<file path="src/design/assert_macros.svh">
// assertion macros shared by the converter rtl
// no dependencies; included by files that carry concurrent checks
`ifndef ASSERT_MACROS_SVH
`define ASSERT_MACROS_SVH

// condition must never hold outside reset
`define PPC_ASSERT_NEVER(label, clk, rst, cond, msg) \
   label: assert property (@(posedge clk) disable iff (rst) !(cond)) else $error(msg);

// antecedent implies consequent in the same cycle
`define PPC_ASSERT_IMPLY(label, clk, rst, ante, cons, msg) \
   label: assert property (@(posedge clk) disable iff (rst) (ante) |-> (cons)) else $error(msg);

`endif

</file>
<file path="src/design/ppc_pkg.sv">
// shared types, constants and index wrap function of the palette pixel converter
// no dependencies
`default_nettype none

package ppc_pkg;

   localparam int INPUT_PLANES    = 6;
   localparam int WORD_BITS       = 16;
   localparam int WORD_SEL_BITS   = 4;
   localparam int INDEX_BITS      = 6;
   localparam int MIDX_BITS       = 12;
   localparam int SLOT_IN_BITS    = 6;
   localparam int SLOT_STORE_BITS = 8;
   localparam int CHAN_BITS       = 8;
   localparam int NIBBLE_BITS     = 4;
   localparam int COLOUR_BITS     = 12;
   localparam int POS_BITS        = 6;
   localparam int QUEUE_DEPTH     = 2;
   localparam int QUEUE_PTR_BITS  = 1;
   localparam int RECIP_BITS      = 14;

   typedef enum logic [1:0] {
      ACT_MASTER  = 2'd0,
      ACT_SLOT    = 2'd1,
      ACT_CONVERT = 2'd2
   } action_type;

   typedef logic [INPUT_PLANES-1:0][WORD_BITS-1:0] planes_type;

   typedef struct packed {
      action_type                 action;
      logic [MIDX_BITS-1:0]       master_index;
      logic [SLOT_STORE_BITS-1:0] palette_slot;
      logic [COLOUR_BITS-1:0]     colour;
      planes_type                 planes;
   } op_type;

   typedef struct packed {
      logic   push;
      op_type op;
   } push_type;

   typedef struct packed {
      logic   valid;
      op_type op;
   } head_type;

   // remainder by reciprocal multiplication, exact for any value below 2**MIDX_BITS
   function automatic logic [MIDX_BITS-1:0] wrap_index(input logic [MIDX_BITS-1:0] value,
                                                        input int unsigned modulus);
      int unsigned                     shift;
      logic [RECIP_BITS-1:0]           recip;
      logic [MIDX_BITS+RECIP_BITS-1:0] product;
      logic [MIDX_BITS-1:0]            quotient;
      logic [2*MIDX_BITS:0]            multiple;
      shift    = MIDX_BITS + $clog2(modulus);
      recip    = RECIP_BITS'(((64'd1 << shift) + 64'(modulus) - 64'd1) / 64'(modulus));
      product  = (MIDX_BITS + RECIP_BITS)'(value) * (MIDX_BITS + RECIP_BITS)'(recip);
      quotient = MIDX_BITS'(product >> shift);
      multiple = (2*MIDX_BITS + 1)'(quotient) * (2*MIDX_BITS + 1)'(modulus);
      return value - multiple[MIDX_BITS-1:0];
   endfunction

endpackage

`default_nettype wire

</file>
<file path="src/design/ppc_queue.sv">
// two entry item queue between front and back end
// depends on ppc_pkg
`default_nettype none

module ppc_queue (
   input  wire logic              clock,
   input  wire logic              reset,
   input  wire ppc_pkg::push_type push,
   input  wire logic              pop,
   output ppc_pkg::head_type      head,
   output logic                   full
);

   ppc_pkg::op_type entry_ff [ppc_pkg::QUEUE_DEPTH];
   logic [ppc_pkg::QUEUE_PTR_BITS-1:0] wr_ptr_ff, wr_ptr_in;
   logic [ppc_pkg::QUEUE_PTR_BITS-1:0] rd_ptr_ff, rd_ptr_in;
   logic [ppc_pkg::QUEUE_PTR_BITS:0]   count_ff, count_in;

   always_comb begin
      wr_ptr_in = push.push ? wr_ptr_ff + 1'b1 : wr_ptr_ff;
      rd_ptr_in = pop ? rd_ptr_ff + 1'b1 : rd_ptr_ff;
      count_in  = count_ff + (ppc_pkg::QUEUE_PTR_BITS + 1)'(push.push)
                           - (ppc_pkg::QUEUE_PTR_BITS + 1)'(pop);
      full       = count_ff == (ppc_pkg::QUEUE_PTR_BITS + 1)'(ppc_pkg::QUEUE_DEPTH);
      head.valid = count_ff != '0;
      head.op    = entry_ff[rd_ptr_ff];
   end

   always_ff @(posedge clock) begin
      if (reset) begin
         wr_ptr_ff <= '0;
         rd_ptr_ff <= '0;
         count_ff  <= '0;
      end else begin
         wr_ptr_ff <= wr_ptr_in;
         rd_ptr_ff <= rd_ptr_in;
         count_ff  <= count_in;
      end
      if (push.push) begin
         entry_ff[wr_ptr_ff] <= push.op;
      end
   end

endmodule

`default_nettype wire

</file>
<file path="config.mk">
export PLATFORM = sky130hd
export DESIGN_NAME = ppc_queue
export DESIGN_NICKNAME = d
export VERILOG_FILES = /design/src/design/assert_macros.svh /design/src/design/ppc_pkg.sv /design/src/design/ppc_queue.sv
export SDC_FILE = /design/constraint.sdc
export NUM_CORES = 1
export LEC_CHECK = 0
export BUFFER_PORTS_ARGS = -buffer_cell sky130_fd_sc_hd__buf_2
export CORE_UTILIZATION = 52
export DETAILED_ROUTE_END_ITERATION = 8
export PLACE_DENSITY = 0.83
export REMOVE_ABC_BUFFERS = 1
export SLEW_MARGIN = 20
export SYNTH_ARGS = -nofsm -noshare
export SYNTH_HDL_FRONTEND = slang
export SYNTH_SLANG_ARGS = --single-unit
</file>
<file path="constraint.sdc">
create_clock -name clock -period 9.4 [get_ports clock]
set_clock_uncertainty 0.15 [all_clocks]
set_input_delay 1.88 -clock clock [delete_from_list [all_inputs] [get_ports clock]]
set_output_delay 1.88 -clock clock [all_outputs]
set_load 0.05 [all_outputs]
</file>
==> metrics.txt <==
run status=complete, no violations; fin cells=961; max-slew violations=0; Post-CTS Setup Bufs=0; PwrDens=242 nW/um^2; Mean Syn Cell Area=22.6 um^2; GRT overflow=0; clk root buf=clkbuf_16; switching part of the total=26.3%; Residual DRC=0; clk sinks=265; sequential area share after synthesis=82.2%; leak pwr=0.00454 uW; Hold Slack=369 ps; Synth Area in Adders=0.260%; Design Power=2920 uW; Seq pwr share=48.2%; final-layout fill cell count=1182; GRT Total Usage=18.4%; die width=138 um; layout cells sized above 1=61.0%; I/O pin cnt=266; final hold vios=0; mux contribution to synthesized area=15.2%; clock latency on the worst-skew pair=510 ps; clk buf depth=3; RSZ-0062 raised after global routing=false; worst hold path type=reg -> reg; count of flip-flops with a built-in enable after synthesis=260; Setup WS post-layout=4430 ps; max-capacitance violation count=0; RD Place Congestion=0.755; clock transition at the registers of the reported paths=60 ps; Placeable Area=18000 um^2; Fmax=0.201 GHz; ys async rst share=0%; top cells by area, synth=edfxtp_1 81%, mux2_2 15%, buf_6 1.2%; Yosys cell types=14; initial core utilization=53.4%; largest area contributor in the synthesized netlist=edfxtp_1; Chip Height=138 um; DP Worst Slack=4960 ps; combinational share of power=16.0%; Core Rows=49; Worst slew margin=34.0%; largest net degree at the start of global routing=73; mapped cell area=9630 um^2; top cell type's share of synthesized area=81.1%; Compound-Gate Fraction of Synth Area=0%; Worst Path Max Fanout=70; post-DP HPWL=11500 um; Vias/cell=5.13; CP arrival=2940 ps; Synth Instances=425; Final ANT Viol Nets=0; Peak supply drop=0.176 mV; Clock Power Share=35.7%; Worst Max-Slew Pin Slew=990 ps; most common cell in the synthesized netlist=edfxtp_1; initial antenna violation count=3; Detailed Routing Iterations Pass 1=4; TritonCTS clock tree=yes; setup tns final=0 ps; Critical Path RT=7370 ps; WS Path Type=reg -> out; Final #Nets=845; via count=4928; # hold bufs at CTS=0; largest family of logic cells by synthesized area=multiplexers; wire length per cell=18.5 um; top post-synthesis cells by count=260 x edfxtp_1, 130 x mux2_2, 10 x buf_6; I/O Buffers=265; P_int=2150 uW; TritonCTS Buffers=27; Startpoint Class=flop; Setup Viol. Count Final=0; CP endpoint kind=output port; Starting DRT DRC Count=228; DIE AREA=19100 um^2; dpl cells=909; post-synthesis xor/xnor area fraction=0.416%; cts repair resizes=0; P_sw=768 uW; H-tree levels=1; vias in the first global route=5326; Min Clock Period, post-route=4970 ps; Main synth FF type=edfxtp_1; Area Overhead vs Synth=25.2%; Final period util=52.9%; first-pass GRT wire length=27900 um; FF+latch count, synth=265; Simple-Gate Fraction of Synth Area=0.481%; DRT Wirelength=17800 um; Ys Warns=0
==> per-layer routing <==
metal	wire length, um	track usage (%)	share of wire (%)	up-vias
met5	0	0	0	-
met4	379	5.55	2.1	0
met3	1450	5.13	8.1	30
met2	9040	32.1	51	202
met1	6920	22.1	39	2434
li1	-	-	-	2262
==> critical path: stages (launching register included) <==
cell     delay [ps]
dfxtp_4         830
buf_4           770
mux2_2          440
buf_2           220
==> area by class of cell <==
type	instances	area [um^2]	share of cell area, %
clock inverter	8	93.8	0.779
inverter	2	7.51	0.0623
clock buffer	41	798	6.63
tap	229	287	2.38
timing repair buffer	269	1360	11.3
sequential	265	7910	65.7
antenna	3	7.51	0.0623
multi-input combinational	144	1590	13.2
==> power by group through the flow <==
| stage | Combinational (uW) | Sequential [uW] | Clock [uW] |
|---|---|---|---|
| 2_1_floorplan | 349 | 1440 | 0 |
| 3_3_place_gp | 463 | 1430 | 0 |
| 3_5_place_dp | 470 | 1430 | 0 |
| 4_1_cts | 473 | 1410 | 1070 |
| 5_1_grt | 489 | 1410 | 1110 |
| 6_report | 468 | 1410 | 1040 |
==> cell families (layout without fill, tap and decap cells) <==
family,count (synthesis),after routing
simple gates,9,9
xor+xnor,3,3
mux,130,130
other cells,0,3
fa+ha+maj,2,2
buf+inv,16,320
flops,265,265
==> cell usage in the layout (no fill, tap or decap), types with 2 or more instances in the layout <==
master / count
clkinv_2: 5
bufinv_16: 2
inv_1: 2
clkbuf_8: 7
dfxtp_1: 4
nor2_1: 4
buf_2: 265
clkbuf_16: 27
edfxtp_1: 260
mux2_2: 130
xnor2_1: 2
clkbuf_1: 7
ha_1: 2
buf_4: 4
diode_2: 3
nor2b_1: 2
==> worst paths after layout <==
path,start,endpoint,slack [ps],cells after the start
setup reg to reg,wr_ptr_ff,entry_ff[0][123],6820,3
setup / recovery,flop,head[113],4430,3
hold / removal,rd_ptr_ff,rd_ptr_ff,370,2
hold reg to reg,rd_ptr_ff,rd_ptr_ff,370,2
==> sequential cells by signal, summed over array words and instances (netlist names), named ones only <==
register / count
entry_ff: 260
rd_ptr_ff: 1
wr_ptr_ff: 1
count_ff: 2
==> metrics by stage <==
| step | util (%) | instance area, um^2 |
|---|---|---|
| after floorplan | - | 9490 |
| after detailed placement | 61.8 | 11100 |
| final | 66.8 | 12000 |
| after global placement | 61.8 | 11100 |
| after global routing | 66.8 | 12000 |
| after CTS | 66.8 | 12000 |
No activity file was read; power rests on OpenSTA's default activity.
